**config.mk**
```make
export PLATFORM = sky130hd
export DESIGN_NAME = two_class_alternating_resource_arbiter_top
export DESIGN_NICKNAME = d
export VERILOG_FILES = /design/src/hdl/tcara_pkg.sv /design/src/hdl/tcara_ram.sv /design/src/hdl/tcara_ctrl.sv /design/src/hdl/tcara_dp.sv /design/src/hdl/two_class_alternating_resource_arbiter_top.sv
export SDC_FILE = /design/constraint.sdc
export NUM_CORES = 1
export LEC_CHECK = 0
export BUFFER_PORTS_ARGS = -buffer_cell sky130_fd_sc_hd__buf_2
export CAP_MARGIN = 10
export CORE_MARGIN = 3
export CORE_UTILIZATION = 25
export CTS_CLUSTER_DIAMETER = 100
export CTS_CLUSTER_SIZE = 25
export DETAILED_ROUTE_END_ITERATION = 7
export GPL_ROUTABILITY_DRIVEN = 0
export SYNTH_ARGS = -nofsm -noshare
export SYNTH_HDL_FRONTEND = slang
export SYNTH_SLANG_ARGS = --single-unit
```
**constraint.sdc**
```tcl
create_clock -name clk_i -period 3.9 [get_ports clk_i]
set_input_delay 0.39 -clock clk_i [delete_from_list [all_inputs] [get_ports clk_i]]
set_output_delay 0.39 -clock clk_i [all_outputs]
set_load 0.01 [all_outputs]
```
**src/hdl/tcara_pkg.sv**
```systemverilog
// Package for the two-class alternating resource arbiter.
// Holds field widths, mode and status codes, and the controller/datapath structs.
// No dependencies.
package tcara_pkg;

  localparam int unsigned QUEUE_DEPTH_DEF = 16;
  localparam int unsigned ID_W            = 8;
  localparam int unsigned STATUS_W        = 2;

  // Transaction mode
  localparam logic MODE_REQUEST = 1'b0;
  localparam logic MODE_RELEASE = 1'b1;

  // Result status codes
  localparam logic [STATUS_W-1:0] STATUS_OK       = 2'd0;
  localparam logic [STATUS_W-1:0] STATUS_REL_FREE = 2'd1;
  localparam logic [STATUS_W-1:0] STATUS_FULL     = 2'd2;

  // Controller to datapath commands
  typedef struct packed {
    logic capture;     // latch the incoming transaction
    logic exec;        // evaluate and commit the transaction
    logic finish_pop;  // queue read data is valid, deliver the grant
  } ctrl_cmd_t;

  // Datapath to controller status
  typedef struct packed {
    logic need_pop;    // release hands off to a queued requester
  } dp_status_t;

endpackage

```
**src/hdl/tcara_ram.sv**
```systemverilog
// Generic single-port-write, single-port-read RAM with registered read data.
// No dependencies.
module tcara_ram #(
  parameter int unsigned WIDTH = 8,
  parameter int unsigned DEPTH = 32
) (
  input  logic                     clk_i,
  input  logic                     we_i,
  input  logic [$clog2(DEPTH)-1:0] waddr_i,
  input  logic [WIDTH-1:0]         wdata_i,
  input  logic                     re_i,
  input  logic [$clog2(DEPTH)-1:0] raddr_i,
  output logic [WIDTH-1:0]         rdata_o
);

  logic [WIDTH-1:0] mem_q [DEPTH];
  logic [WIDTH-1:0] rdata_q;

  always_ff @(posedge clk_i) begin
    if (we_i) begin
      mem_q[waddr_i] <= wdata_i;
    end
    if (re_i) begin
      rdata_q <= mem_q[raddr_i];
    end
  end

  assign rdata_o = rdata_q;

endmodule

```
**src/hdl/tcara_ctrl.sv**
```systemverilog
// Sequencing state machine for the arbiter: idle, execute, queue read.
// Depends on tcara_pkg for the command and status structs.
module tcara_ctrl (
  input  logic                  clk_i,
  input  logic                  rst_ni,
  input  logic                  start_i,
  input  tcara_pkg::dp_status_t status_i,
  output logic                  busy_o,
  output tcara_pkg::ctrl_cmd_t  cmd_o
);
  import tcara_pkg::*;

  localparam logic [1:0] S_IDLE = 2'd0;
  localparam logic [1:0] S_EXEC = 2'd1;
  localparam logic [1:0] S_POP  = 2'd2;

  logic [1:0] state_q, state_d;

  // Next state
  always_comb begin
    state_d = state_q;
    case (state_q)
      S_IDLE: begin
        if (start_i) state_d = S_EXEC;
      end
      S_EXEC: begin
        state_d = status_i.need_pop ? S_POP : S_IDLE;
      end
      S_POP: begin
        state_d = S_IDLE;
      end
      default: begin
        state_d = S_IDLE;
      end
    endcase
  end

  always_ff @(posedge clk_i or negedge rst_ni) begin
    if (!rst_ni) begin
      state_q <= S_IDLE;
    end else begin
      state_q <= state_d;
    end
  end

  // Commands
  assign busy_o           = (state_q != S_IDLE);
  assign cmd_o.capture    = (state_q == S_IDLE) && start_i;
  assign cmd_o.exec       = (state_q == S_EXEC);
  assign cmd_o.finish_pop = (state_q == S_POP);

`ifndef NO_ASSERTIONS
  // A queue read cycle only follows an execute cycle
  a_pop_after_exec: assert property (@(posedge clk_i) disable iff (!rst_ni)
    (state_q == S_POP) |-> ($past(state_q) == S_EXEC))
    else $error("queue read state not entered from execute");

  // An accepted transaction is executed in the next cycle
  a_accept_exec: assert property (@(posedge clk_i) disable iff (!rst_ni)
    (start_i && !busy_o) |=> (state_q == S_EXEC))
    else $error("accepted transaction not executed");

  // Execute without a queue read returns to idle
  a_exec_done: assert property (@(posedge clk_i) disable iff (!rst_ni)
    (state_q == S_EXEC && !status_i.need_pop) |=> (state_q == S_IDLE))
    else $error("execute without queue read did not return to idle");
`endif

endmodule

```
**src/hdl/tcara_dp.sv**
```systemverilog
// Datapath of the arbiter: holder state, per-class queue pointers, shared queue RAM,
// result registers. Depends on tcara_pkg and tcara_ram.
module tcara_dp #(
  parameter int unsigned QUEUE_DEPTH = tcara_pkg::QUEUE_DEPTH_DEF
) (
  input  logic                           clk_i,
  input  logic                           rst_ni,
  input  tcara_pkg::ctrl_cmd_t           cmd_i,
  output tcara_pkg::dp_status_t          status_o,
  input  logic                           mode_i,
  input  logic                           category_i,
  input  logic [tcara_pkg::ID_W-1:0]     requester_id_i,
  output logic                           done_o,
  output logic                           grant_valid_o,
  output logic [tcara_pkg::ID_W-1:0]     granted_id_o,
  output logic                           granted_category_o,
  output logic                           queued_o,
  output logic [tcara_pkg::STATUS_W-1:0] status_o_field,
  output logic                           resource_busy_o
);
  import tcara_pkg::*;

  localparam int unsigned PW        = $clog2(QUEUE_DEPTH);
  localparam int unsigned CW        = PW + 1;
  localparam int unsigned RAM_DEPTH = 2 * (2 ** PW);
  localparam int unsigned RAM_AW    = PW + 1;
  localparam logic [CW-1:0] QD      = CW'(QUEUE_DEPTH);

  // Captured transaction
  logic              mode_q, cat_q;
  logic [ID_W-1:0]   id_q;

  // Arbiter state
  logic              holder_valid_q, holder_valid_d;
  logic              holder_class_q, holder_class_d;
  logic [PW-1:0]     head0_q, head0_d, head1_q, head1_d;
  logic [CW-1:0]     cnt0_q, cnt0_d, cnt1_q, cnt1_d;
  logic              pop_cls_q, pop_cls_d;

  // Result registers
  logic              done_q, done_d;
  logic              res_gv_q, res_gv_d;
  logic [ID_W-1:0]   res_id_q, res_id_d;
  logic              res_cat_q, res_cat_d;
  logic              res_queued_q, res_queued_d;
  logic [STATUS_W-1:0] res_status_q, res_status_d;
  logic              res_busy_q, res_busy_d;

  // Queue RAM port signals
  logic              ram_we, ram_re;
  logic [RAM_AW-1:0] ram_waddr, ram_raddr;
  logic [ID_W-1:0]   ram_rdata;

  // Pointer arithmetic
  logic [PW-1:0]     head_req, head_pop, head_pop_next;
  logic [CW-1:0]     cnt_req, cnt_oth, cnt_own;
  logic [CW-1:0]     tail_sum, head_inc;
  logic [PW-1:0]     tail;
  logic              other_cls, pop_cls, pop_any;

  always_ff @(posedge clk_i) begin
    if (cmd_i.capture) begin
      mode_q <= mode_i;
      cat_q  <= category_i;
      id_q   <= requester_id_i;
    end
  end

  // Request side: tail slot of the requester's class
  assign head_req  = cat_q ? head1_q : head0_q;
  assign cnt_req   = cat_q ? cnt1_q : cnt0_q;
  assign tail_sum  = {1'b0, head_req} + cnt_req;
  assign tail      = (tail_sum >= QD) ? PW'(tail_sum - QD) : tail_sum[PW-1:0];

  // Release side: other class first, then the holder's own class
  assign other_cls     = ~holder_class_q;
  assign cnt_oth       = other_cls ? cnt1_q : cnt0_q;
  assign cnt_own       = holder_class_q ? cnt1_q : cnt0_q;
  assign pop_any       = (cnt_oth != '0) || (cnt_own != '0);
  assign pop_cls       = (cnt_oth != '0) ? other_cls : holder_class_q;
  assign head_pop      = pop_cls ? head1_q : head0_q;
  assign head_inc      = {1'b0, head_pop} + CW'(1);
  assign head_pop_next = (head_inc >= QD) ? '0 : head_inc[PW-1:0];

  assign status_o.need_pop = (mode_q == MODE_RELEASE) && holder_valid_q && pop_any;

  // Transaction evaluation and commit
  always_comb begin
    holder_valid_d = holder_valid_q;
    holder_class_d = holder_class_q;
    head0_d        = head0_q;
    head1_d        = head1_q;
    cnt0_d         = cnt0_q;
    cnt1_d         = cnt1_q;
    pop_cls_d      = pop_cls_q;
    done_d         = 1'b0;
    res_gv_d       = res_gv_q;
    res_id_d       = res_id_q;
    res_cat_d      = res_cat_q;
    res_queued_d   = res_queued_q;
    res_status_d   = res_status_q;
    res_busy_d     = res_busy_q;
    ram_we         = 1'b0;
    ram_re         = 1'b0;
    ram_waddr      = {cat_q, tail};
    ram_raddr      = {pop_cls, head_pop};

    if (cmd_i.exec) begin
      res_gv_d     = 1'b0;
      res_id_d     = '0;
      res_cat_d    = 1'b0;
      res_queued_d = 1'b0;
      res_status_d = STATUS_OK;
      if (mode_q == MODE_REQUEST) begin
        done_d = 1'b1;
        if (!holder_valid_q) begin
          holder_valid_d = 1'b1;
          holder_class_d = cat_q;
          res_gv_d       = 1'b1;
          res_id_d       = id_q;
          res_cat_d      = cat_q;
        end else if (cnt_req < QD) begin
          ram_we       = 1'b1;
          res_queued_d = 1'b1;
          if (cat_q) cnt1_d = cnt1_q + CW'(1);
          else       cnt0_d = cnt0_q + CW'(1);
        end else begin
          res_status_d = STATUS_FULL;
        end
        res_busy_d = 1'b1;
      end else if (!holder_valid_q) begin
        done_d       = 1'b1;
        res_status_d = STATUS_REL_FREE;
        res_busy_d   = 1'b0;
      end else if (pop_any) begin
        // Grant is delivered after the queue read returns
        ram_re         = 1'b1;
        pop_cls_d      = pop_cls;
        holder_class_d = pop_cls;
        if (pop_cls) begin
          head1_d = head_pop_next;
          cnt1_d  = cnt1_q - CW'(1);
        end else begin
          head0_d = head_pop_next;
          cnt0_d  = cnt0_q - CW'(1);
        end
      end else begin
        done_d         = 1'b1;
        holder_valid_d = 1'b0;
        res_busy_d     = 1'b0;
      end
    end else if (cmd_i.finish_pop) begin
      done_d       = 1'b1;
      res_gv_d     = 1'b1;
      res_id_d     = ram_rdata;
      res_cat_d    = pop_cls_q;
      res_busy_d   = 1'b1;
    end
  end

  always_ff @(posedge clk_i or negedge rst_ni) begin
    if (!rst_ni) begin
      holder_valid_q <= 1'b0;
      holder_class_q <= 1'b0;
      head0_q        <= '0;
      head1_q        <= '0;
      cnt0_q         <= '0;
      cnt1_q         <= '0;
      pop_cls_q      <= 1'b0;
      done_q         <= 1'b0;
    end else begin
      holder_valid_q <= holder_valid_d;
      holder_class_q <= holder_class_d;
      head0_q        <= head0_d;
      head1_q        <= head1_d;
      cnt0_q         <= cnt0_d;
      cnt1_q         <= cnt1_d;
      pop_cls_q      <= pop_cls_d;
      done_q         <= done_d;
    end
  end

  always_ff @(posedge clk_i) begin
    res_gv_q     <= res_gv_d;
    res_id_q     <= res_id_d;
    res_cat_q    <= res_cat_d;
    res_queued_q <= res_queued_d;
    res_status_q <= res_status_d;
    res_busy_q   <= res_busy_d;
  end

  // Both class queues share one RAM, class bit on top of the address
  tcara_ram #(
    .WIDTH (ID_W),
    .DEPTH (RAM_DEPTH)
  ) u_queue_ram (
    .clk_i   (clk_i),
    .we_i    (ram_we),
    .waddr_i (ram_waddr),
    .wdata_i (id_q),
    .re_i    (ram_re),
    .raddr_i (ram_raddr),
    .rdata_o (ram_rdata)
  );

  assign done_o             = done_q;
  assign grant_valid_o      = res_gv_q;
  assign granted_id_o       = res_id_q;
  assign granted_category_o = res_cat_q;
  assign queued_o           = res_queued_q;
  assign status_o_field     = res_status_q;
  assign resource_busy_o    = res_busy_q;

`ifndef NO_ASSERTIONS
  // Queue fill never exceeds the depth
  a_cnt_bound: assert property (@(posedge clk_i) disable iff (!rst_ni)
    (cnt0_q <= QD) && (cnt1_q <= QD))
    else $error("class queue count exceeds depth");

  // A delivered grant leaves the resource held
  a_grant_busy: assert property (@(posedge clk_i) disable iff (!rst_ni)
    (done_q && res_gv_q) |-> (res_busy_q && holder_valid_q))
    else $error("grant delivered while resource free");

  // Waiters only exist while someone holds the resource
  a_wait_held: assert property (@(posedge clk_i) disable iff (!rst_ni)
    ((cnt0_q != '0) || (cnt1_q != '0)) |-> holder_valid_q)
    else $error("queued requesters while resource free");
`endif

endmodule

```
**src/hdl/two_class_alternating_resource_arbiter_top.sv**
```systemverilog
// Sequence: a request or a release with no waiter is captured, then executed, and its
// result strobe is registered from the execute state; a release that hands off to a
// waiter adds a queue read state, set by the registered read of the shared queue RAM.
// The next transaction may start in the cycle the result is shown.
// Reset (rst_ni low, asynchronous) frees the resource and empties both class queues.
// The receiver cannot stall: each result is valid for the single done_o cycle.
module two_class_alternating_resource_arbiter_top #(
  parameter int unsigned QUEUE_DEPTH = tcara_pkg::QUEUE_DEPTH_DEF
) (
  input  logic                           clk_i,
  input  logic                           rst_ni,
  input  logic                           start_i,
  output logic                           busy_o,
  input  logic                           mode_i,
  input  logic                           category_i,
  input  logic [tcara_pkg::ID_W-1:0]     requester_id_i,
  output logic                           done_o,
  output logic                           grant_valid_o,
  output logic [tcara_pkg::ID_W-1:0]     granted_id_o,
  output logic                           granted_category_o,
  output logic                           queued_o,
  output logic [tcara_pkg::STATUS_W-1:0] status_o,
  output logic                           resource_busy_o
);
  import tcara_pkg::*;

  ctrl_cmd_t  cmd;
  dp_status_t dp_status;

  // Sequencer
  tcara_ctrl u_ctrl (
    .clk_i    (clk_i),
    .rst_ni   (rst_ni),
    .start_i  (start_i),
    .status_i (dp_status),
    .busy_o   (busy_o),
    .cmd_o    (cmd)
  );

  // Arbiter state and queues
  tcara_dp #(
    .QUEUE_DEPTH (QUEUE_DEPTH)
  ) u_dp (
    .clk_i              (clk_i),
    .rst_ni             (rst_ni),
    .cmd_i              (cmd),
    .status_o           (dp_status),
    .mode_i             (mode_i),
    .category_i         (category_i),
    .requester_id_i     (requester_id_i),
    .done_o             (done_o),
    .grant_valid_o      (grant_valid_o),
    .granted_id_o       (granted_id_o),
    .granted_category_o (granted_category_o),
    .queued_o           (queued_o),
    .status_o_field     (status_o),
    .resource_busy_o    (resource_busy_o)
  );

endmodule

```
==> key figures, run 1 <==
Floorplanning
  • Die H: ~240 um
  • Die W: 235.3 um
  • Starting density of the core: 0.2546
  • I/O Pins: 29
  • Num rows: 83
  • Die area: 0.05535 mm^2
  • Core area: roughly 0.052 mm^2

Clock network
  • Clk slew on worst S/H paths: 0.10 ns
  • Clock Latency Late Sink: 0.53 ns
  • Buffer levels on the longest clock path: 3
  • Cts bufs inserted: 16
  • Postcts setup bufs: 0
  • Clock sink count: 312
  • CTS tree: yes
  • CTS H-tree lvls: 1
  • Root Driver: clkbuf_16

Yosys
  • Synthesis Warnings: 0
  • Syn_area_per_cell: 13.56 um^2
  • Synthesized flop and latch total: 312
  • Synth Flop Type: edfxtp_1
  • Post-synth ARST share: 0.07692
  • Mapped Cells: around 970
  • Post-synth EDFFs: between 200 and 300
  • Seq/Total Area, Yosys: 0.7039
  • Syn_nets: 1000
  • Synth unique cells: between 60 and 70
  • Synthesized cell area: 0.01314 mm^2

Pwr
  • Sw power: 5.016 mW
  • Worst IR Drop VDD: 407.9 uV
  • Lkg Pwr: 4.972 nW
  • Clock power share: 0.153
  • Sw frac: 0.4214
  • Pwr/cell area: 798.7 mW/mm^2
  • Share of power burned in registers: 0.391
  • Internal Pwr Total: 6.888 mW
  • Comb power frac: 0.455
  • Final Power: 11.90 mW

Setup path
  • Critical Path RT: 4.14 ns
  • Crit end category: flop
  • Largest stage delay, worst path: 0.68 ns
  • CP max stage cell: or4_1
  • WP data arrival: 3.94 ns
  • Cell mode on critical path: a211oi_1
  • CP cell instances: or4_1, o21a_1, o21ai_2, nand2_2, buf_4, a211oi_1, a311oi_1, a211oi_1, a31oi_1
  • CP Launch Type: flop
  • Crit Path Category: reg -> reg
  • Max Fanout on Critical Path: 16

Timing
  • RSZ-0062 raised after global routing: false
  • Max_slew headroom: 0.1675
  • Setup ws final: 0.1996 ns
  • FMAX: 270.2 MHz
  • Clock Skews: 0.02904 ns
  • Hold Fails Final Rpt: 0
  • Minimum clock period: 3.700 ns
  • Fin. max-slew vios: 0
  • Share of the clock period used by the worst path: 0.9488
  • Setup tns final: 0 ns
  • Final hold slack: 0.04456 ns
  • # setup viols final: 0
  • Worst-margin pin slew: 1.249 ns

Global routing
  • Gr ovfl total: 0
  • Largest net degree at the start of global routing: 53
  • Total GRT Usage: 0.1240
  • First-pass GRT wire length: 53.08 mm
  • Vias in the first global route: 8392
  • Initial antenna violation count: 0

Status
  • Status: completed

Routing
  • Vias per std cell: 4.916
  • Initial DRT Pass Iterations: 6
  • Antenna Nets Post-Route: 0
  • Via count: 8431
  • # DRC: 0
  • Initial DRC count: 1031
  • Wire per inst: 20.78 um
  • Final WL: 35.65 mm

Final layout
  • Final instance area: ~0.015 mm^2
  • Post-layout util: 0.2887
  • Nets: roughly 1100
  • Final cell count without fillers: 1715
  • # fillers: 5180
  • Area grow syn2layout: 13.42%
  • Ant diodes: 0
  • Layout cells sized above 1: 0.1333

Placement
  • Cell total after placement: 1691
  • Dpl hpwl: 24.18 mm
  • Pre-CTS setup slack: 0.3140 ns
  • DP Area: 0.01441 mm^2
  • I/O Buffers: 28

Run
  • Max-Cap Viols: 0

Worst hold path
  • Hold Path Class: in -> reg
==> layout by cell type, fill, tap and decap left out, drive strengths merged, types with 5 or more instances in the layout <==
cell / netlist / layout
edfxtp: 288 / 288
nand2: 146 / 146
buf: 31 / 91
a21oi: 71 / 71
nor2: 63 / 63
nand3: 39 / 39
inv: 25 / 26
dfrtp: 24 / 24
o21ai: 22 / 22
clkbuf: 17 / 20
xnor2: 17 / 17
mux2: 16 / 16
ha: 15 / 15
mux2i: 14 / 14
a32oi: 13 / 13
a22oi: 11 / 11
nand4: 11 / 11
and3: 11 / 11
a31oi: 11 / 11
a21boi: 8 / 8
a211oi: 8 / 8
nor4: 7 / 7
a21o: 7 / 7
a2111oi: 7 / 7
o22a: 7 / 7
o221ai: 7 / 7
o22ai: 6 / 6
xor2: 5 / 5
==> synthesized netlist by cell type (15+ instances only) <==
cell type / count / area, um^2
xnor2_1: 17 / 148.9
ha_1: 15 / 187.7
nand3_1: 39 / 195.2
nand2_1: 144 / 540.5
dfrtp_1: 24 / 600.6
o21ai_0: 18 / 90.09
nor2_1: 62 / 232.7
a21oi_1: 71 / 355.3
clkbuf_1: 17 / 63.81
edfxtp_1: 288 / 8648
inv_1: 25 / 93.84
mux2_2: 16 / 180.2
buf_2: 25 / 125.1
==> worst max-delay path: cells and delay by family, from the launching register on <==
family | cells | cell delay [ns]
AOI/OAI and AO/OA | 6 | 1.72
buffers and inverters | 1 | 0.27
DFF | 1 | 0.43
and+or+nand+nor | 2 | 0.99
==> what timing repair did <==
item / CTS / global route
endpoints found under the setup margin: 0 / 1
hold buffers: 1 / 0
gates resized for setup: 0 / 1
hold endpoints to repair: 24 / 0
==> layout make-up <==
| type | count | area, um^2 | share of cell area |
|---|---|---|---|
| repair buffers | 92 | 693.2 | 0.04651 |
| multi-input cells | 584 | 3563 | 0.2391 |
| well taps | 680 | 850.8 | 0.05709 |
| clock buffers | 20 | 425.4 | 0.02855 |
| flip-flops and latches | 312 | 9249 | 0.6206 |
| inverters | 25 | 93.84 | 0.006297 |
| clock inverters | 2 | 27.53 | 0.001847 |
==> path summary, 6_finish.rpt <==
path                                            start                                     to  slack (ns)  cells past startpoint
hold / removal                      requester_id_i[6]                 u_dp.id_q[6]$_DFFE_PP_        0.04                      1
setup / recovery           u_dp.cnt0_q[4]$_DFFE_PN0P_  u_dp.u_queue_ram.rdata_o[4]$_DFFE_PP_        0.20                      9
setup reg to reg           u_dp.cnt0_q[4]$_DFFE_PN0P_  u_dp.u_queue_ram.rdata_o[4]$_DFFE_PP_        0.20                      9
max in group asynchronous                      rst_ni             u_dp.cnt1_q[1]$_DFFE_PN0P_        3.12                      2
min in group asynchronous                      rst_ni             u_dp.cnt0_q[3]$_DFFE_PN0P_        0.41                      2
hold reg to reg            u_dp.cnt0_q[4]$_DFFE_PN0P_             u_dp.cnt0_q[4]$_DFFE_PN0P_        0.53                      1
==> sequential cells by signal (all words and copies together), names as in the netlist, 2 cells and up <==
| name | flops |
|---|---|
| u_dp.cnt1_q | 5 |
| u_dp.id_q | 8 |
| u_dp.u_queue_ram.mem_q | 256 |
| u_dp.head0_q | 4 |
| u_dp.head1_q | 4 |
| u_dp.cnt0_q | 5 |
| u_dp.granted_id_o | 8 |
| u_dp.status_o_field | 2 |
| u_ctrl.state_q | 2 |
| u_dp.u_queue_ram.rdata_o | 8 |
==> power groups by stage <==
stage | sequential (mW) | clock (mW) | combinational, mW
6_report | 4.66 | 1.82 | 5.42
5_1_grt | 4.70 | 1.95 | 5.88
4_1_cts | 4.67 | 1.86 | 5.34
3_3_place_gp | 4.74 | 0 | 5.27
2_1_floorplan | 4.60 | 0 | 3.46
3_5_place_dp | 4.75 | 0 | 5.31
==> per-layer routing <==
layer	global-route usage	vias up	part of all wire
li1	-	3785	-
met1	0.1616	4164	0.41
met2	0.2003	398	0.47
met3	0.02448	84	0.081
met4	0.05605	0	0.047
met5	0	-	0
==> logic make-up (layout without fill, tap and decap cells) <==
group,after synthesis,in the layout,synth area share
AO/OA/AOI/OAI,214,214,0.1106
multiplexers,30,30,0.02438
AND/OR/NAND/NOR,300,300,0.1018
XOR/XNOR,22,22,0.01466
adder cells (fa/ha/maj),18,18,0.01885
buffers and inverters,73,139,0.02580
flip-flops,312,312,0.7039
Note: power is estimated with default switching activity, not from simulation.
==> inputs of run 2 (changes only) <==
BUFFER_PORTS_ARGS = -buffer_cell sky130_fd_sc_hd__buf_4   (was -buffer_cell sky130_fd_sc_hd__buf_2)
CELL_PAD_IN_SITES_DETAIL_PLACEMENT = 2   (was unset)
CELL_PAD_IN_SITES_GLOBAL_PLACEMENT = 2   (was unset)
CORE_UTILIZATION = 35   (was 25)
PLACE_DENSITY_LB_ADDON = 0.1   (was unset)
==> key figures, run 2 (synthesis gave the netlist of run 1 again) <==
Timing
  • Max_slew headroom: 0.4798 (+0.3123)
  • Setup ws final: 0.2301 ns (+0.03049 ns)
  • Minimum clock period: 3.670 ns (-0.03049 ns)
  • Clock Skews: 0.01839 ns (-0.01066 ns)
  • Fin. max-slew vios: 0 (unchanged)
  • Final hold slack: 0.03471 ns (-0.009854 ns)
  • Hold Fails Final Rpt: 0 (unchanged)
  • Worst-margin pin slew: 0.7794 ns (-0.4694 ns)
  • Share of the clock period used by the worst path: 0.9410 (-0.007818)
  • FMAX: 272.5 MHz (+0.83%)
  • # setup viols final: 0 (unchanged)
  • RSZ-0062 raised after global routing: false
  • Setup tns final: 0 ns (unchanged)

Final layout
  • FF/Latch Area: 0.009249 mm^2 (unchanged)
  • # fillers: 3687 (-29%)
  • Post-layout util: 0.4045 (+0.1157)
  • Max reg flops: 256 (unchanged)
  • Area grow syn2layout: 13.23%
  • Ant diodes: 0 (unchanged)
  • Leading cell type in the layout, fill and taps excluded: edfxtp_1
  • Nets: 1083 (+2.0%)
  • Footprint of the multi-input gates: 0.003580 mm^2 (+0.46%)
  • Final instance area: 0.01488 mm^2 (-0.17%)
  • Layout cells sized above 1: 0.1522 (+0.01884)
  • Final cell count without fillers: 1526 (-11%)
  • Biggest register: u_dp.u_queue_ram.mem_q
  • Highest-count cells in the layout ignoring fill and taps: edfxtp_1, nand2_1, buf_4

Clock network
  • Cts bufs inserted: 16 (unchanged)
  • CTS H-tree lvls: 1 (unchanged)
  • Clock Latency Late Sink: 0.52 ns (about the same)
  • Root Driver: clkbuf_16
  • Postcts setup bufs: 0 (unchanged)
  • Clock sink count: 312 (unchanged)
  • CTS tree: yes
  • Clk slew on worst S/H paths: 0.11 ns (about the same)
  • Buffer levels on the longest clock path: 3 (unchanged)

Floorplanning
  • Die H: 199.8 um (-15%)
  • Num rows: 70 (-16%)
  • Starting density of the core: 0.3572 (+0.1026)
  • Die area: 0.03990 mm^2 (-28%)
  • Core area: 0.03679 mm^2 (-29%)
  • I/O Pins: 29 (unchanged)
  • Die W: 199.8 um (-15%)

Global routing
  • Initial antenna violation count: 2 (+2)
  • Gr ovfl total: 0 (unchanged)
  • First-pass GRT wire length: 63.91 mm (+20%)
  • Vias in the first global route: 9067 (+8.0%)
  • Largest net degree at the start of global routing: 61 (+15%)
  • Total GRT Usage: 0.2212 (+0.09720)

Placement
  • DP Area: 0.01438 mm^2 (-0.17%)
  • Cell total after placement: 1501 (-11%)
  • Dpl hpwl: 29.98 mm (+24%)
  • Pre-CTS setup slack: 0.06181 ns (-0.2521 ns)
  • I/O Buffers: 28 (unchanged)

Setup path
  • Max Fanout on Critical Path: 9 (-7)
  • Crit end category: flop
  • WP data arrival: 4.02 ns (+0.08 ns)
  • CP cell instances: or4_1, o21ai_4, nand2_1, o21ai_1, buf_4, a21oi_1, a21oi_1, nand4_1, a32oi_1
  • Largest stage delay, worst path: 0.68 ns (about the same)
  • Critical Path RT: 4.25 ns (+0.11 ns)
  • Worst path top cell family by delay: compound AO/OA/AOI/OAI gates
  • Cell mode on critical path: a21oi_1
  • CP max stage cell: or4_1
  • Crit Path Category: reg -> reg
  • CP Launch Type: flop
  • WP buf/inv: 1 (unchanged)

Routing
  • # DRC: 0 (unchanged)
  • Initial DRC count: 674 (-35%)
  • Vias per std cell: 5.700 (+16%)
  • Final WL: 43.91 mm (+23%)
  • Via count: 8698 (+3.2%)
  • Wire per inst: 28.78 um (+38%)
  • Antenna Nets Post-Route: 0 (unchanged)
  • Initial DRT Pass Iterations: 5 (-1)

Pwr
  • Sw frac: 0.4383 (+0.01692)
  • Share of power burned in registers: 0.359 (-0.032)
  • Comb power frac: 0.490 (+0.035)
  • Internal Pwr Total: 7.135 mW (+3.6%)
  • Final Power: 12.70 mW (+6.7%)
  • Lkg Pwr: 5.100 nW (+2.6%)
  • Sw power: 5.567 mW (+11%)
  • Pwr/cell area: 853.7 mW/mm^2 (+6.9%)
  • Clock power share: 0.151 (-0.002)
  • Worst IR Drop VDD: 446.7 uV (+9.5%)

Status
  • Status: completed

Run
  • Max-Cap Viols: 0 (unchanged)

Worst hold path
  • Hold Path Class: in -> reg
==> run 2: path summary, 6_finish.rpt <==
| path | to | startpoint | cells after the start | slack (ns) |
|---|---|---|---|---|
| worst max-delay path | u_dp.u_queue_ram.rdata_o[5]$_DFFE_PP_ | u_dp.cnt0_q[4]$_DFFE_PN0P_ | 9 | 0.23 |
| worst min-delay path | u_dp.cat_q$_DFFE_PP_ | category_i | 1 | 0.03 |
| worst max register to register | u_dp.u_queue_ram.rdata_o[5]$_DFFE_PP_ | u_dp.cnt0_q[4]$_DFFE_PN0P_ | 9 | 0.23 |
| worst min register to register | u_dp.cnt0_q[4]$_DFFE_PN0P_ | u_dp.cnt0_q[4]$_DFFE_PN0P_ | 1 | 0.54 |
| max in group asynchronous | u_dp.done_o$_DFF_PN0_ | rst_ni | 2 | 3.30 |
| min in group asynchronous | u_dp.head0_q[3]$_DFFE_PN0P_ | rst_ni | 2 | 0.31 |
==> run 2: routing by layer <==
| layer | vias to the layer above | part of all wire | track usage |
|---|---|---|---|
| met3 | 45 | 0.038 | 0.02266 |
| li1 | 3825 | - | - |
| met1 | 4655 | 0.47 | 0.3293 |
| met2 | 169 | 0.46 | 0.3567 |
| met4 | 4 | 0.022 | 0.04471 |
| met5 | - | 0.00061 | 0 |
==> run 2: area by class of cell <==
class | count | area share
Clock buffer | 22 | 0.03053
Clock inverter | 2 | 0.001009
Inverter | 25 | 0.006307
Multi-Input combinational cell | 584 | 0.2406
Sequential cell | 312 | 0.6216
Tap cell | 468 | 0.03936
Timing Repair Buffer | 113 | 0.06055
==> run 2: power by group through the flow <==
stage / sequential [mW] / clock (mW) / combinational (mW)
after global routing: 4.60 / 2.06 / 6.74
after global placement: 4.63 / 0 / 6.13
after CTS: 4.56 / 1.98 / 6.25
final: 4.56 / 1.91 / 6.23
after detailed placement: 4.64 / 0 / 6.23
after floorplan: 4.60 / 0 / 3.46
==> run 2: timing repair <==
action	4_1_cts	5_1_grt
hold buffers	1	0
hold endpoints to repair	24	0
resized for setup	0	3
setup endpoints to repair	0	3
==> inputs of run 3 (changes only) <==
HOLD_SLACK_MARGIN = 0.15   (was unset)
==> key figures, run 3 (synthesis gave the netlist of run 1 again) <==
Status
  • Status: completed

Clock network
  • Buffer levels on the longest clock path: 3 (unchanged)
  • CTS tree: yes
  • CTS H-tree lvls: 1 (unchanged)
  • Clk slew on worst S/H paths: 0.11 ns (about the same)
  • Cts bufs inserted: 16 (unchanged)
  • Clock Latency Late Sink: 0.52 ns (about the same)
  • Postcts setup bufs: 0 (unchanged)
  • Clock sink count: 312 (unchanged)
  • Root Driver: clkbuf_16

Placement
  • DP Area: 0.01438 mm^2 (unchanged)
  • Dpl hpwl: 29.98 mm (unchanged)
  • Cell total after placement: 1501 (unchanged)
  • I/O Buffers: 28 (unchanged)
  • Pre-CTS setup slack: 0.06181 ns (unchanged)

Routing
  • Initial DRC count: 704 (+4.5%)
  • Via count: 8733 (+0.40%)
  • Vias per std cell: 5.682 (-0.32%)
  • Antenna Nets Post-Route: 0 (unchanged)
  • Wire per inst: 28.75 um (-0.10%)
  • Final WL: 44.18 mm (+0.62%)
  • # DRC: 0 (unchanged)
  • Initial DRT Pass Iterations: 5 (unchanged)

Pwr
  • Lkg Pwr: 5.146 nW (+0.90%)
  • Pwr/cell area: 849.1 mW/mm^2 (-0.54%)
  • Worst IR Drop VDD: 446.4 uV (about the same)
  • Final Power: 12.73 mW (+0.19%)

Floorplanning
  • Num rows: 70 (unchanged)
  • Starting density of the core: 0.3572 (unchanged)
  • Die W: 199.8 um (unchanged)
  • I/O Pins: 29 (unchanged)
  • Die area: 0.03990 mm^2 (unchanged)
  • Die H: 199.8 um (unchanged)
  • Core area: 0.03679 mm^2 (unchanged)

Final layout
  • Leading cell type in the layout, fill and taps excluded: edfxtp_1
  • Layout cells sized above 1: 0.1506 (-0.001566)
  • Final cell count without fillers: 1537 (+0.72%)
  • Area grow syn2layout: 14.06%
  • Final instance area: 0.01499 mm^2 (+0.74%)
  • Ant diodes: 0 (unchanged)
  • # fillers: 3674 (-0.35%)
  • Max reg flops: 256 (unchanged)
  • Highest-count cells in the layout ignoring fill and taps: edfxtp_1, nand2_1, buf_4
  • Nets: 1094 (+1.0%)
  • Biggest register: u_dp.u_queue_ram.mem_q

Global routing
  • Largest net degree at the start of global routing: 61 (unchanged)
  • Initial antenna violation count: 2 (unchanged)
  • Vias in the first global route: 9208 (+1.6%)
  • First-pass GRT wire length: 64.36 mm (+0.70%)
  • Gr ovfl total: 0 (unchanged)
  • Total GRT Usage: 0.2230 (+0.001772)

Timing
  • FMAX: 270.3 MHz (-0.82%)
  • Clock Skews: 0.02124 ns (+0.002856 ns)
  • Setup tns final: 0 ns (unchanged)
  • Fin. max-slew vios: 0 (unchanged)
  • # setup viols final: 0 (unchanged)
  • Worst-margin pin slew: 0.7827 ns (+0.003332 ns)
  • Minimum clock period: 3.700 ns (+0.03016 ns)
  • RSZ-0062 raised after global routing: false
  • Max_slew headroom: 0.4776 (-0.002223)
  • Hold Fails Final Rpt: 0 (unchanged)
  • Setup ws final: 0.2000 ns (-0.03016 ns)
  • Share of the clock period used by the worst path: 0.9487 (+0.007734)

Setup path
  • R2R depth: 9 (unchanged)
  • WP data arrival: 4.05 ns (+0.03 ns)
  • Critical Path RT: 4.25 ns (about the same)
  • Crit Path Category: reg -> reg
  • Max Fanout on Critical Path: 9 (unchanged)
  • Cell mode on critical path: a21oi_1
  • Crit end category: flop
  • CP cell instances: or4_1, o21ai_4, nand2_1, o21ai_1, buf_4, a21oi_1, a21oi_1, nand4_1, a32oi_1
  • CP Launch Type: flop
  • Largest stage delay, worst path: 0.68 ns (about the same)
  • CP max stage cell: or4_1

Worst hold path
  • Hold Path Class: in -> async

Run
  • Max-Cap Viols: 0 (unchanged)
run 3: cell count changes in the layout (fill, tap and decap cells not counted), sizes merged:
cell	delta
dlygate4sd3	+11
run 3: worst paths after layout:
kind                                            start                                    end  slack (ns)
setup / recovery           u_dp.cnt0_q[4]$_DFFE_PN0P_  u_dp.u_queue_ram.rdata_o[5]$_DFFE_PP_        0.20
hold / removal                                 rst_ni            u_dp.head0_q[3]$_DFFE_PN0P_        0.33
setup reg to reg           u_dp.cnt0_q[4]$_DFFE_PN0P_  u_dp.u_queue_ram.rdata_o[5]$_DFFE_PP_        0.20
hold reg to reg            u_dp.pop_cls_q$_DFFE_PN0P_             u_dp.pop_cls_q$_DFFE_PN0P_        0.54
max in group asynchronous                      rst_ni                  u_dp.done_o$_DFF_PN0_        3.28
min in group clk_i         u_dp.pop_cls_q$_DFFE_PN0P_             u_dp.pop_cls_q$_DFFE_PN0P_        0.54
run 3: routing by layer:
layer / share of wire / track usage / wire length (um)
met5: 0.00061 / 0 / 27
met4: 0.022 / 0.04471 / 961
met3: 0.037 / 0.02266 / 1647
met2: 0.46 / 0.3606 / 20430
met1: 0.48 / 0.3313 / 21120
run 3: power breakdown:
part	internal, mW	switching, mW	leakage [nW]
Sequential	4.26	0.304	2.89
Combinational	2.05	4.18	2.02
Clock	0.831	1.10	0.229
run 3: per-stage QoR:
stage | hold slack (ns) | util
floorplan | 0.09441 | -
global placement | 0.3282 | 0.3910
detailed placement | 0.3341 | 0.3910
CTS | 0.3025 | 0.4070
global route | 0.3505 | 0.4074
finish | 0.3301 | 0.4074
run 3: critical path: cells and delay by family, from the launching register on:
| kind | cells | cell delay [ns] |
|---|---|---|
| simple gates | 3 | 1.34 |
| compound gates | 5 | 1.44 |
| buf+inv | 1 | 0.30 |
| flops | 1 | 0.43 |
run 3: what timing repair did:
item / 4_1_cts / 5_1_grt
hold buffers: 12 / 0
resized for setup: 0 / 3
setup endpoints to repair: 0 / 3
endpoints found under the hold margin: 36 / 0
run 3: area by class of cell:
class / count / area [um^2] / area share
Sequential cell: 312 / 9249 / 0.6171
Multi-Input combinational cell: 584 / 3580 / 0.2388
Timing Repair Buffer: 124 / 1011 / 0.06745
Tap cell: 468 / 585.6 / 0.03907
Clock buffer: 22 / 454.2 / 0.03030
Inverter: 25 / 93.84 / 0.006261
Clock inverter: 2 / 15.01 / 0.001002
